--- config.mk ---
export PLATFORM = sky130hd
export DESIGN_NAME = ring_queue_rounded_mean_core
export DESIGN_NICKNAME = d
export VERILOG_FILES = /design/src/hdl/rqrm_pkg.sv /design/src/hdl/rqrm_store.sv /design/src/hdl/rqrm_divider.sv /design/src/hdl/ring_queue_rounded_mean_core.sv
export SDC_FILE = /design/constraint.sdc
export NUM_CORES = 1
export LEC_CHECK = 0
export CORE_MARGIN = 3
export CORE_UTILIZATION = 60
export DETAILED_ROUTE_END_ITERATION = 16
export DONT_BUFFER_PORTS = 1
export PLACE_DENSITY = 0.72
export SLEW_MARGIN = 20
export SYNTH_ARGS = -nofsm -noshare
export SYNTH_HDL_FRONTEND = slang
export SYNTH_SLANG_ARGS = --single-unit
--- constraint.sdc ---
create_clock -name clk -period 4.8 [get_ports clk]
set_clock_uncertainty 0.05 [all_clocks]
set_input_delay 0.48 -clock clk [delete_from_list [all_inputs] [get_ports clk]]
set_output_delay 0.48 -clock clk [all_outputs]
set_load 0.01 [all_outputs]
--- src/hdl/rqrm_pkg.sv ---
// Package: shared types, constants and helpers for the ring queue rounded mean block
`default_nettype none

package rqrm_pkg;

    localparam int RING_SLOTS = 8;
    localparam int IDX_W      = $clog2(RING_SLOTS);
    localparam int CNT_W      = $clog2(RING_SLOTS);
    localparam int HEIGHT_W   = 12;
    localparam int TAG_W      = 16;
    localparam int FILL_W     = 3;
    localparam int MEAN_W     = 12;
    localparam int SUM_W      = HEIGHT_W + CNT_W;
    localparam int NUM_W      = SUM_W + 1;
    localparam int DEN_W      = CNT_W + 1;
    localparam int STEP_W     = $clog2(MEAN_W);

    localparam logic [CNT_W-1:0] CNT_FULL  = CNT_W'(RING_SLOTS - 1);
    localparam logic [IDX_W-1:0] IDX_LAST  = IDX_W'(RING_SLOTS - 1);

    typedef enum logic {
        CMD_INSERT = 1'b0,
        CMD_REMOVE = 1'b1
    } cmd_t;

    typedef enum logic {
        KIND_MEAN   = 1'b0,
        KIND_REMOVE = 1'b1
    } kind_t;

    typedef struct packed {
        logic [0:0]          command;
        logic [HEIGHT_W-1:0] height;
        logic [TAG_W-1:0]    record_tag;
    } in_item_t;

    typedef struct packed {
        logic [0:0]          kind;
        logic [MEAN_W-1:0]   mean_height;
        logic [TAG_W-1:0]    removed_tag;
        logic [0:0]          empty_error;
        logic [FILL_W-1:0]   fill_count;
    } out_item_t;

    typedef struct packed {
        logic                rd_en;
        logic [IDX_W-1:0]    rd_addr;
        logic                wr_en;
        logic [IDX_W-1:0]    wr_addr;
        logic [HEIGHT_W-1:0] wr_height;
        logic [TAG_W-1:0]    wr_tag;
    } mem_req_t;

    typedef enum logic [2:0] {
        ST_IDLE,
        ST_READ,
        ST_POP,
        ST_WRITE,
        ST_LOAD,
        ST_DIV,
        ST_DONE
    } state_t;

    function automatic logic [IDX_W-1:0] next_idx(input logic [IDX_W-1:0] i);
        next_idx = (i == IDX_LAST) ? '0 : i + IDX_W'(1);
    endfunction

endpackage

`default_nettype wire

--- src/hdl/rqrm_store.sv ---
// Entry store: height and tag memories, one write and one registered read per cycle
`default_nettype none

module rqrm_store
    import rqrm_pkg::*;
(
    input  wire logic                clk,
    input  wire mem_req_t            req,
    output logic [HEIGHT_W-1:0]      rd_height,
    output logic [TAG_W-1:0]         rd_tag
);

    logic [HEIGHT_W-1:0] height_mem [RING_SLOTS];
    logic [TAG_W-1:0]    tag_mem    [RING_SLOTS];

    always_ff @(posedge clk)
    begin
        if (req.wr_en)
        begin
            height_mem[req.wr_addr] <= req.wr_height;
            tag_mem[req.wr_addr]    <= req.wr_tag;
        end
    end

    always_ff @(posedge clk)
    begin
        if (req.rd_en)
        begin
            rd_height <= height_mem[req.rd_addr];
            rd_tag    <= tag_mem[req.rd_addr];
        end
    end

endmodule

`default_nettype wire

--- src/hdl/rqrm_divider.sv ---
// Restoring divider: one quotient bit per cycle, quotient known to fit in MEAN_W bits
`default_nettype none

module rqrm_divider
    import rqrm_pkg::*;
(
    input  wire logic               clk,
    input  wire logic               rst_n,
    input  wire logic               start,
    input  wire logic [NUM_W-1:0]   numer,
    input  wire logic [DEN_W-1:0]   denom,
    output logic                    done,
    output logic [MEAN_W-1:0]       quot
);

    logic              active_reg, active_next;
    logic              done_reg, done_next;
    logic [STEP_W-1:0] step_reg, step_next;
    logic [DEN_W-1:0]  rem_reg, rem_next;
    logic [DEN_W-1:0]  den_reg, den_next;
    logic [MEAN_W-1:0] quo_reg, quo_next;

    logic [DEN_W:0]    trial;
    logic              fits;

    // Partial remainder stays below the divisor, so the trial is below twice it
    assign trial = {rem_reg, quo_reg[MEAN_W-1]};
    assign fits  = (trial >= {1'b0, den_reg});

    always_comb
    begin
        active_next = active_reg;
        done_next   = 1'b0;
        step_next   = step_reg;
        rem_next    = rem_reg;
        den_next    = den_reg;
        quo_next    = quo_reg;
        if (start)
        begin
            active_next = 1'b1;
            step_next   = STEP_W'(MEAN_W - 1);
            rem_next    = numer[NUM_W-1:MEAN_W];
            den_next    = denom;
            quo_next    = numer[MEAN_W-1:0];
        end
        else if (active_reg)
        begin
            rem_next = fits ? DEN_W'(trial - {1'b0, den_reg}) : DEN_W'(trial);
            quo_next = {quo_reg[MEAN_W-2:0], fits};
            step_next = step_reg - STEP_W'(1);
            if (step_reg == '0)
            begin
                active_next = 1'b0;
                done_next   = 1'b1;
            end
        end
    end

    always_ff @(posedge clk or negedge rst_n)
    begin
        if (!rst_n)
        begin
            active_reg <= 1'b0;
            done_reg   <= 1'b0;
        end
        else
        begin
            active_reg <= active_next;
            done_reg   <= done_next;
        end
    end

    always_ff @(posedge clk)
    begin
        step_reg <= step_next;
        rem_reg  <= rem_next;
        den_reg  <= den_next;
        quo_reg  <= quo_next;
    end

    assign done = done_reg;
    assign quot = quo_reg;

endmodule

`default_nettype wire

--- src/hdl/ring_queue_rounded_mean_core.sv ---
// Top level: ring queue with rounded running mean, sequencer around store and divider
// An insert runs write and load, then the 12-step restoring divider, one quotient bit
// per cycle, before its result strobe, with read and pop first when the queue is full
// and the oldest entry is dropped. A remove runs read and pop; an empty remove goes
// straight to the strobe. The next request is taken in the cycle after the strobe.
// Reset (rst_n low, asynchronous) empties the queue and clears the sum; stored entries
// are left as they are. Results cannot be stalled: done is high for exactly one cycle.
`default_nettype none

module ring_queue_rounded_mean_core
    import rqrm_pkg::*;
(
    input  wire logic      clk,
    input  wire logic      rst_n,
    input  wire logic      start,
    output logic           busy,
    input  wire in_item_t  request,
    output logic           done,
    output out_item_t      result
);

    // Sequencer and queue control state
    state_t            state_reg, state_next;
    logic [IDX_W-1:0]  head_reg, head_next;
    logic [IDX_W-1:0]  tail_reg, tail_next;
    logic [CNT_W-1:0]  cnt_reg, cnt_next;
    logic [SUM_W-1:0]  sum_reg, sum_next;

    // Payload holding registers
    in_item_t          req_reg, req_next;
    out_item_t         res_reg, res_next;

    // Store and divider hook-up
    mem_req_t          mem_req;
    logic [HEIGHT_W-1:0] rd_height;
    logic [TAG_W-1:0]  rd_tag;
    logic              div_start;
    logic              div_done;
    logic [MEAN_W-1:0] div_quot;
    logic [NUM_W-1:0]  div_numer;
    logic [DEN_W-1:0]  div_denom;

    logic accept;
    logic is_full;
    logic is_empty;

    assign accept   = start && (state_reg == ST_IDLE);
    assign is_full  = (cnt_reg == CNT_FULL);
    assign is_empty = (cnt_reg == '0);

    // Rounded half-up mean as (2*sum + count) / (2*count)
    assign div_numer = NUM_W'({sum_reg, 1'b0}) + NUM_W'(cnt_reg);
    assign div_denom = {cnt_reg, 1'b0};

    rqrm_store u_store (
        .clk       (clk),
        .req       (mem_req),
        .rd_height (rd_height),
        .rd_tag    (rd_tag)
    );

    rqrm_divider u_div (
        .clk   (clk),
        .rst_n (rst_n),
        .start (div_start),
        .numer (div_numer),
        .denom (div_denom),
        .done  (div_done),
        .quot  (div_quot)
    );

    // Next-state logic
    always_comb
    begin
        state_next = state_reg;
        unique case (state_reg)
            ST_IDLE:
            begin
                if (start)
                begin
                    if (request.command == CMD_INSERT)
                        state_next = is_full ? ST_READ : ST_WRITE;
                    else
                        state_next = is_empty ? ST_DONE : ST_READ;
                end
            end
            ST_READ:  state_next = ST_POP;
            ST_POP:   state_next = (req_reg.command == CMD_INSERT) ? ST_WRITE : ST_DONE;
            ST_WRITE: state_next = ST_LOAD;
            ST_LOAD:  state_next = ST_DIV;
            ST_DIV:   state_next = div_done ? ST_DONE : ST_DIV;
            ST_DONE:  state_next = ST_IDLE;
            default:  state_next = ST_IDLE;
        endcase
    end

    // Control outputs per state
    always_comb
    begin
        mem_req           = '0;
        mem_req.rd_addr   = head_reg;
        mem_req.wr_addr   = tail_reg;
        mem_req.wr_height = req_reg.height;
        mem_req.wr_tag    = req_reg.record_tag;
        div_start         = 1'b0;
        busy              = 1'b1;
        done              = 1'b0;
        unique case (state_reg)
            ST_IDLE:  busy          = 1'b0;
            ST_READ:  mem_req.rd_en = 1'b1;
            ST_WRITE: mem_req.wr_en = 1'b1;
            ST_LOAD:  div_start     = 1'b1;
            ST_DONE:  done          = 1'b1;
            ST_POP, ST_DIV: ;
            default:  busy          = 1'b1;
        endcase
    end

    // Datapath: queue pointers, running sum and result assembly
    always_comb
    begin
        head_next = head_reg;
        tail_next = tail_reg;
        cnt_next  = cnt_reg;
        sum_next  = sum_reg;
        req_next  = req_reg;
        res_next  = res_reg;
        unique case (state_reg)
            ST_IDLE:
            begin
                if (accept)
                begin
                    req_next = request;
                    // Empty remove: flag and change nothing
                    res_next             = '0;
                    res_next.kind        = KIND_REMOVE;
                    res_next.empty_error = 1'b1;
                    res_next.fill_count  = FILL_W'(cnt_reg);
                end
            end
            ST_POP:
            begin
                // Drop the oldest entry, either for a remove or to make room
                sum_next  = sum_reg - SUM_W'(rd_height);
                head_next = next_idx(head_reg);
                cnt_next  = cnt_reg - CNT_W'(1);
                res_next             = '0;
                res_next.kind        = KIND_REMOVE;
                res_next.removed_tag = rd_tag;
                res_next.fill_count  = FILL_W'(cnt_reg - CNT_W'(1));
            end
            ST_WRITE:
            begin
                sum_next  = sum_reg + SUM_W'(req_reg.height);
                tail_next = next_idx(tail_reg);
                cnt_next  = cnt_reg + CNT_W'(1);
            end
            ST_DIV:
            begin
                if (div_done)
                begin
                    res_next             = '0;
                    res_next.kind        = KIND_MEAN;
                    res_next.mean_height = div_quot;
                    res_next.fill_count  = FILL_W'(cnt_reg);
                end
            end
            ST_READ, ST_LOAD, ST_DONE: ;
            default: ;
        endcase
    end

    always_ff @(posedge clk or negedge rst_n)
    begin
        if (!rst_n)
        begin
            state_reg <= ST_IDLE;
            head_reg  <= '0;
            tail_reg  <= '0;
            cnt_reg   <= '0;
            sum_reg   <= '0;
        end
        else
        begin
            state_reg <= state_next;
            head_reg  <= head_next;
            tail_reg  <= tail_next;
            cnt_reg   <= cnt_next;
            sum_reg   <= sum_next;
        end
    end

    // Hold the accepted request and the pending result
    always_ff @(posedge clk)
    begin
        req_reg <= req_next;
        res_reg <= res_next;
    end

    assign result = res_reg;

endmodule

`default_nettype wire

==> results.sh, run 1 <==
export IMPL_synth_cell_type_count=53
export IMPL_place_area_mm2=0.0155
export IMPL_fin_area_mm2=0.0170
export IMPL_grt_max_degree=52
export IMPL_fill_cells=1611
export IMPL_ioPinCount=67
export IMPL_numCtsBuffers=37
export IMPL_path_clk_slew_ns=0.06
export IMPL_synthArstFlopShare=0.0792
export IMPL_layout_commonest_cell="edfxtp_1"
export IMPL_setup_violations=0
export IMPL_cpMostUsedCell="nor2b_1"
export IMPL_start_util=0.614
export IMPL_worstSetupEndpointType="flip-flop"
export IMPL_yosys_area_share_xor_xnor=0.0251
export IMPL_internal_power_w=0.00747
export IMPL_path_class="flip-flop to flip-flop"
export IMPL_start_kind="flip-flop"
export IMPL_path_cells="nor2b_1, nand2_1, buf_4, nor2_1, a21oi_1, ha_1, nor2b_1, o31a_1, o41a_1, a31oi_2, o21ai_0, a211oi_2, xnor2_1"
export IMPL_worst_slew_pin_transition_ns=1.02
export IMPL_cp_required_ns=5.17
export IMPL_layout_drive_gt1_share=0.200
export IMPL_synthCells=862
export IMPL_yosys_area_share_adder=0.0316
export IMPL_syn2layout_area_growth_pct=13.3
export IMPL_grt_overflow_total=0
export IMPL_vdd_drop_max_uv=407
export IMPL_cp_max_fo=22
export IMPL_gp_congestion=0.912
export IMPL_dpl_hpwl_mm=17.0
export IMPL_dp_cells=1172
export IMPL_core_area_mm2=0.0244
export IMPL_power_leakage_nw=5.92
export IMPL_synth_edf_count=333
export IMPL_crit_family="compound AO/OA/AOI/OAI gates"
export IMPL_grt_usage=0.220
export IMPL_setup_tns_ns=0
export IMPL_cts_buffer_depth=3
export IMPL_postCtsSetupRepairBufs=0
export IMPL_critPathBufInv=1
export IMPL_clkPwrFrac=0.250
export IMPL_synthMuxAreaShare=0.111
export IMPL_cts_root_buf="clkbuf_16"
export IMPL_cts_max_level=2
export IMPL_synth_seq_cells=366
export IMPL_antenna_found_initial=0
export IMPL_period_needed_ns=3.76
export IMPL_layout_cells_non_filler=1270
export IMPL_largest_register_ffs=128
export IMPL_drt_iter0_markers=577
export IMPL_yosysSeqAreaShare=0.721
export IMPL_comb_power_share=0.290
export IMPL_synth_flop_cell="edfxtp_1"
export IMPL_nets=986
export IMPL_hold_viol=0
export IMPL_yosys_warnings=0
export IMPL_avgSynthCellArea_um2=17.4
export IMPL_dieArea_mm2=0.0269
export IMPL_drv_cap=0
export IMPL_status="completed"
export IMPL_via_per_inst=6.03
export IMPL_p_per_area_mw_per_mm2=644
export IMPL_switching_share=0.317
export IMPL_routed_wl_mm=28.4
export IMPL_hold_class="primary input to flip-flop"
export IMPL_row_count=57
export IMPL_fmax_mhz=266
export IMPL_finalCritPeriodShare=0.784
export IMPL_total_power_w=0.0109
export IMPL_clock_latency_ns=0.52
export IMPL_grt_pass1_vias=7912
export IMPL_final_max_slew_viol_count=0
export IMPL_relSlewSlack=0.321
export IMPL_worstPathArrival_ns=4.13
export IMPL_synthesis_nets=930
export IMPL_grt_pass1_wl_mm=44.8
export IMPL_pwr_share_seq=0.460
export IMPL_ant_nets=0
export IMPL_io_buffer_count=0
export IMPL_numClockSinks=366
export IMPL_synth_top_family_by_area="multiplexers"
export IMPL_die_width_um=164
export IMPL_drc=0
export IMPL_rsz0062_at_grt="no"
export IMPL_yosys_area_share_simple=0.0561
export IMPL_regMostFlops="u_store.tag_mem"
export IMPL_cts_tree="yes"
export IMPL_synth_compound_area_frac=0.0398
export IMPL_die_y_um=164
export IMPL_final_cell_mix="333 x edfxtp_1, 57 x nand2_1, 56 x mux4_2"
export IMPL_firstDrtPassIters=5
export IMPL_slowest_stage="dfrtp_1"
export IMPL_netlist_area_mm2=0.0150
export IMPL_via_count=7662
export IMPL_wl_per_cell_um=22.4
export IMPL_max_stage_delay_ns=0.59
export IMPL_p_switching_w=0.00346
export IMPL_n_antenna_cell=0
==> layout make-up <==
type / count / area (um^2) / area share
inverter: 22 / 82.6 / 0.00487
multi-input combinational: 438 / 4010 / 0.236
tap: 324 / 405 / 0.0239
timing repair buffer: 53 / 495 / 0.0292
clock buffer: 48 / 988 / 0.0583
clock inverter: 19 / 175 / 0.0103
sequential: 366 / 10800 / 0.637
==> metrics by stage <==
stage / utilization / setup slack (ns) / hold WS [ns]
floorplan: - / 0.402 / 0.134
global placement: 0.634 / 1.21 / 0.136
detailed placement: 0.634 / 1.09 / 0.136
CTS: 0.695 / 1.07 / 0.00302
global route: 0.696 / 0.760 / 0.00409
finish: 0.696 / 1.04 / 0.0193
==> cells in the mapped netlist, types with 3 or more instances <==
cell      count  share of area
edfxtp_1    333           0.67
nand2_1      57          0.014
mux4_2       56          0.084
o21ai_0      40          0.013
nor2_1       37         0.0093
mux2_2       35          0.026
ha_1         33          0.028
and3_1       31          0.013
clkbuf_1     30         0.0075
dfrtp_1      29          0.048
a21oi_1      27         0.0090
xnor2_1      24          0.014
inv_1        21         0.0053
xor2_1       19          0.011
nand3_1      11         0.0037
nor3_1       10         0.0033
nand2b_1      7         0.0029
a21o_1        4         0.0020
buf_2         4         0.0013
dfxtp_1       4         0.0053
nor2b_1       4         0.0017
a31oi_1       3         0.0013
fa_1          3         0.0040
nor4_1        3         0.0013
o31ai_1       3         0.0015
==> routing by layer <==
layer | GRT usage | up-vias | part of all wire | wire (um)
met5 | 0 | - | 0 | 0
met4 | 0.0711 | 0 | 0.026 | 730
met3 | 0.0328 | 61 | 0.059 | 1670
met2 | 0.364 | 297 | 0.50 | 14300
met1 | 0.306 | 3846 | 0.41 | 11700
li1 | - | 3458 | - | -
==> power groups by stage <==
stage	registers (W)	clock network [W]	logic, W
detailed placement	0.00516	0	0.00303
global route	0.00512	0.00291	0.00352
finish	0.00503	0.00274	0.00316
floorplan	0.00474	0	0.00258
global placement	0.00509	0	0.00291
CTS	0.00509	0.00278	0.00309
==> logic make-up (layout without fill, tap and decap cells) <==
kind of cell    after synthesis  in the layout
flops                       366            366
simple gates                172            172
compound gates               96             96
mux                          91             91
buf+inv                      58            142
xor+xnor                     43             43
fa+ha+maj                    36             36
==> path summary, 6_finish.rpt <==
kind	from	to	slack (ns)	depth (start not counted)
hold reg to reg	u_div.step_reg[3]$_SDFFE_PP1P_	u_div.done$_DFF_PN0_	0.43	1
setup / recovery	state_reg[2]$_DFFE_PN0P_	sum_reg[14]$_DFFE_PN0P_	1.04	13
max in group asynchronous	rst_n	head_reg[0]$_DFFE_PN0P_	4.11	2
hold / removal	request[28]	req_reg[28]$_DFFE_PP_	0.02	0
min in group asynchronous	rst_n	sum_reg[13]$_DFFE_PN0P_	0.39	2
setup reg to reg	state_reg[2]$_DFFE_PN0P_	sum_reg[14]$_DFFE_PN0P_	1.04	13
==> timing repair <==
action	CTS	global route
endpoints found under the hold margin	57	0
hold buffers	30	0
resized for setup	0	0
No activity file was read; power rests on OpenSTA's default activity.
==> run 2: changes to the inputs <==
==> constraint.sdc (replaced) <==
create_clock -name clk -period 3.7 [get_ports clk]
set_clock_uncertainty 0.05 [all_clocks]
set_input_delay 0.37 -clock clk [delete_from_list [all_inputs] [get_ports clk]]
set_output_delay 0.37 -clock clk [all_outputs]
set_load 0.01 [all_outputs]
==> run 2 against run 1 <==
  * Sequential power is 29% higher
  * Non-clock buffer count is 5 higher
  * Critical path type unchanged
  * Die area stayed put
  * Cell count is 0.39% higher
  * Wire length is 3.0% lower
==> results.sh, run 2 (synthesized netlist as in run 1, its figures left out) <==
export IMPL_syn2layout_area_growth_pct=13.4
export IMPL_firstDrtPassIters=5
export IMPL_routed_wl_mm=27.6
export IMPL_layout_drive_gt1_share=0.205
export IMPL_io_buffer_count=0
export IMPL_layout_commonest_cell="edfxtp_1"
export IMPL_drv_cap=0
export IMPL_cp_required_ns=4.04
export IMPL_via_per_inst=6.00
export IMPL_nets=991
export IMPL_drt_iter0_markers=774
export IMPL_n_antenna_cell=0
export IMPL_holdWs_ns=0.0686
export IMPL_cts_root_buf="clkbuf_16"
export IMPL_gp_congestion=0.822
export IMPL_finalCritPeriodShare=0.933
export IMPL_core_area_mm2=0.0244
export IMPL_regMostFlops="u_store.tag_mem"
export IMPL_postCtsSetupRepairBufs=0
export IMPL_cts_tree="yes"
export IMPL_worst_slack_ns=0.250
export IMPL_min_from="start"
export IMPL_die_width_um=164
export IMPL_worstSetupEndpointType="flip-flop"
export IMPL_power_leakage_nw=5.91
export IMPL_worst_slew_pin_transition_ns=1.01
export IMPL_clock_latency_ns=0.52
export IMPL_cp_max_fo=4
export IMPL_setup_worst_path_end="sum_reg[13]$_DFFE_PN0P_"
export IMPL_p_per_area_mw_per_mm2=827
export IMPL_status="completed"
export IMPL_worstPathArrival_ns=3.79
export IMPL_setup_violations=0
export IMPL_grt_overflow_total=0
export IMPL_numClockSinks=366
export IMPL_period_needed_ns=3.45
export IMPL_ioPinCount=67
export IMPL_largest_register_ffs=128
export IMPL_hold_viol=0
export IMPL_start_kind="flip-flop"
export IMPL_start_util=0.614
export IMPL_path_clk_slew_ns=0.06
export IMPL_grt_max_degree=34
export IMPL_seq_area_mm2=0.0108
export IMPL_path_class="flip-flop to flip-flop"
export IMPL_pre_cts_slack_ns=0.0896
export IMPL_antenna_found_initial=0
export IMPL_fmax_mhz=290
export IMPL_wl_per_cell_um=21.6
export IMPL_fill_cells=1607
export IMPL_multi_input_area_mm2=0.00404
export IMPL_worstSetupStartpoint="u_store.rd_height[0]$_DFFE_PP_"
export IMPL_vdd_drop_max_uv=727
export IMPL_die_y_um=164
export IMPL_grt_usage=0.211
export IMPL_reg2regPathDepth=15
export IMPL_grt_pass1_vias=7795
export IMPL_final_cell_mix="333 x edfxtp_1, 57 x nand2_1, 56 x mux4_2"
export IMPL_grt_pass1_wl_mm=43.2
export IMPL_relSlewSlack=0.330
export IMPL_r2r_start="u_store.rd_height[0]$_DFFE_PP_"
export IMPL_hold_class="primary input to flip-flop"
export IMPL_dpl_hpwl_mm=16.5
export IMPL_dieArea_mm2=0.0269
export IMPL_ant_nets=0
export IMPL_cts_buffer_depth=3
export IMPL_drc=0
export IMPL_row_count=57
export IMPL_regToRegEndpoint="sum_reg[13]$_DFFE_PN0P_"
export IMPL_final_max_slew_viol_count=0
export IMPL_cts_max_level=2
export IMPL_numCtsBuffers=37
export IMPL_r2r_slack_ns=0.25
export IMPL_via_count=7655
[run 2: cell count changes in the layout (fill, tap and decap cells not counted), sizes merged]
cell / change
clkbuf: -2
buf: +4
inv: +4
dlygate4sd3: +1
bufinv: -2
[run 2: cell type report]
cell class                      count  area share
Clock inverter                     21     0.00877
Inverter                           22     0.00486
Multi-Input combinational cell    438       0.238
Clock buffer                       46      0.0565
Tap cell                          324      0.0239
Timing Repair Buffer               58      0.0315
Sequential cell                   366       0.637
[run 2: power by group]
group / internal, W / switching [W]
Sequential: 0.00563 / 0.000860
Clock: 0.00193 / 0.00147
Combinational: 0.00201 / 0.00216
Total: 0.00957 / 0.00448
[run 2: timing repair]
item,in CTS,in global routing
setup endpoints to repair,0,3
resized for setup,0,5
hold buffers,31,0
endpoints found under the hold margin,58,0
[run 2: how the worst min path moves through the flow]
stage	to	slack, ns	cells past startpoint
2_1_floorplan	cnt_reg[0]$_DFFE_PN0P_	0.02	0
3_3_place_gp	u_div.active_reg$_DFF_PN0_	0.03	0
3_5_place_dp	u_div.active_reg$_DFF_PN0_	0.03	0
4_1_cts	state_reg[2]$_DFFE_PN0P_	0.04	2
5_1_grt	state_reg[2]$_DFFE_PN0P_	0.07	2
6_report	state_reg[2]$_DFFE_PN0P_	0.07	2
[run 2: through the flow]
| step | util | setup TNS [ns] | std cells | instance area, um^2 | total power, W |
|---|---|---|---|---|---|
| floorplan | - | 0 | 862 | 15000 | 0.00950 |
| global placement | 0.637 | 0 | 1177 | 15500 | 0.0105 |
| detailed placement | 0.637 | 0 | 1177 | 15500 | 0.0107 |
| CTS | 0.695 | 0 | 1275 | 17000 | 0.0141 |
| global route | 0.696 | -0.0185 | 1275 | 17000 | 0.0149 |
| finish | 0.696 | 0 | 1275 | 17000 | 0.0141 |
[run 2: layer usage]
layer / routed length (um) / GRT usage
met1: 11900 / 0.300
met4: 478 / 0.0665
met3: 1600 / 0.0411
met2: 13600 / 0.339
met5: 0 / 0
[run 2: worst max-delay path, stage by stage, from the launching register on]
cell	delay, ns
edfxtp_1	0.41
inv_1	0.08
ha_1	0.18
or3b_4	0.39
or3_4	0.38
nor3_1	0.19
xor2_1	0.10
a21oi_1	0.18
ha_2	0.33
a21oi_1	0.18
o21ai_0	0.11
a31oi_1	0.22
o21ai_0	0.11
a21oi_1	0.18
xor2_1	0.15
o21ai_0	0.09
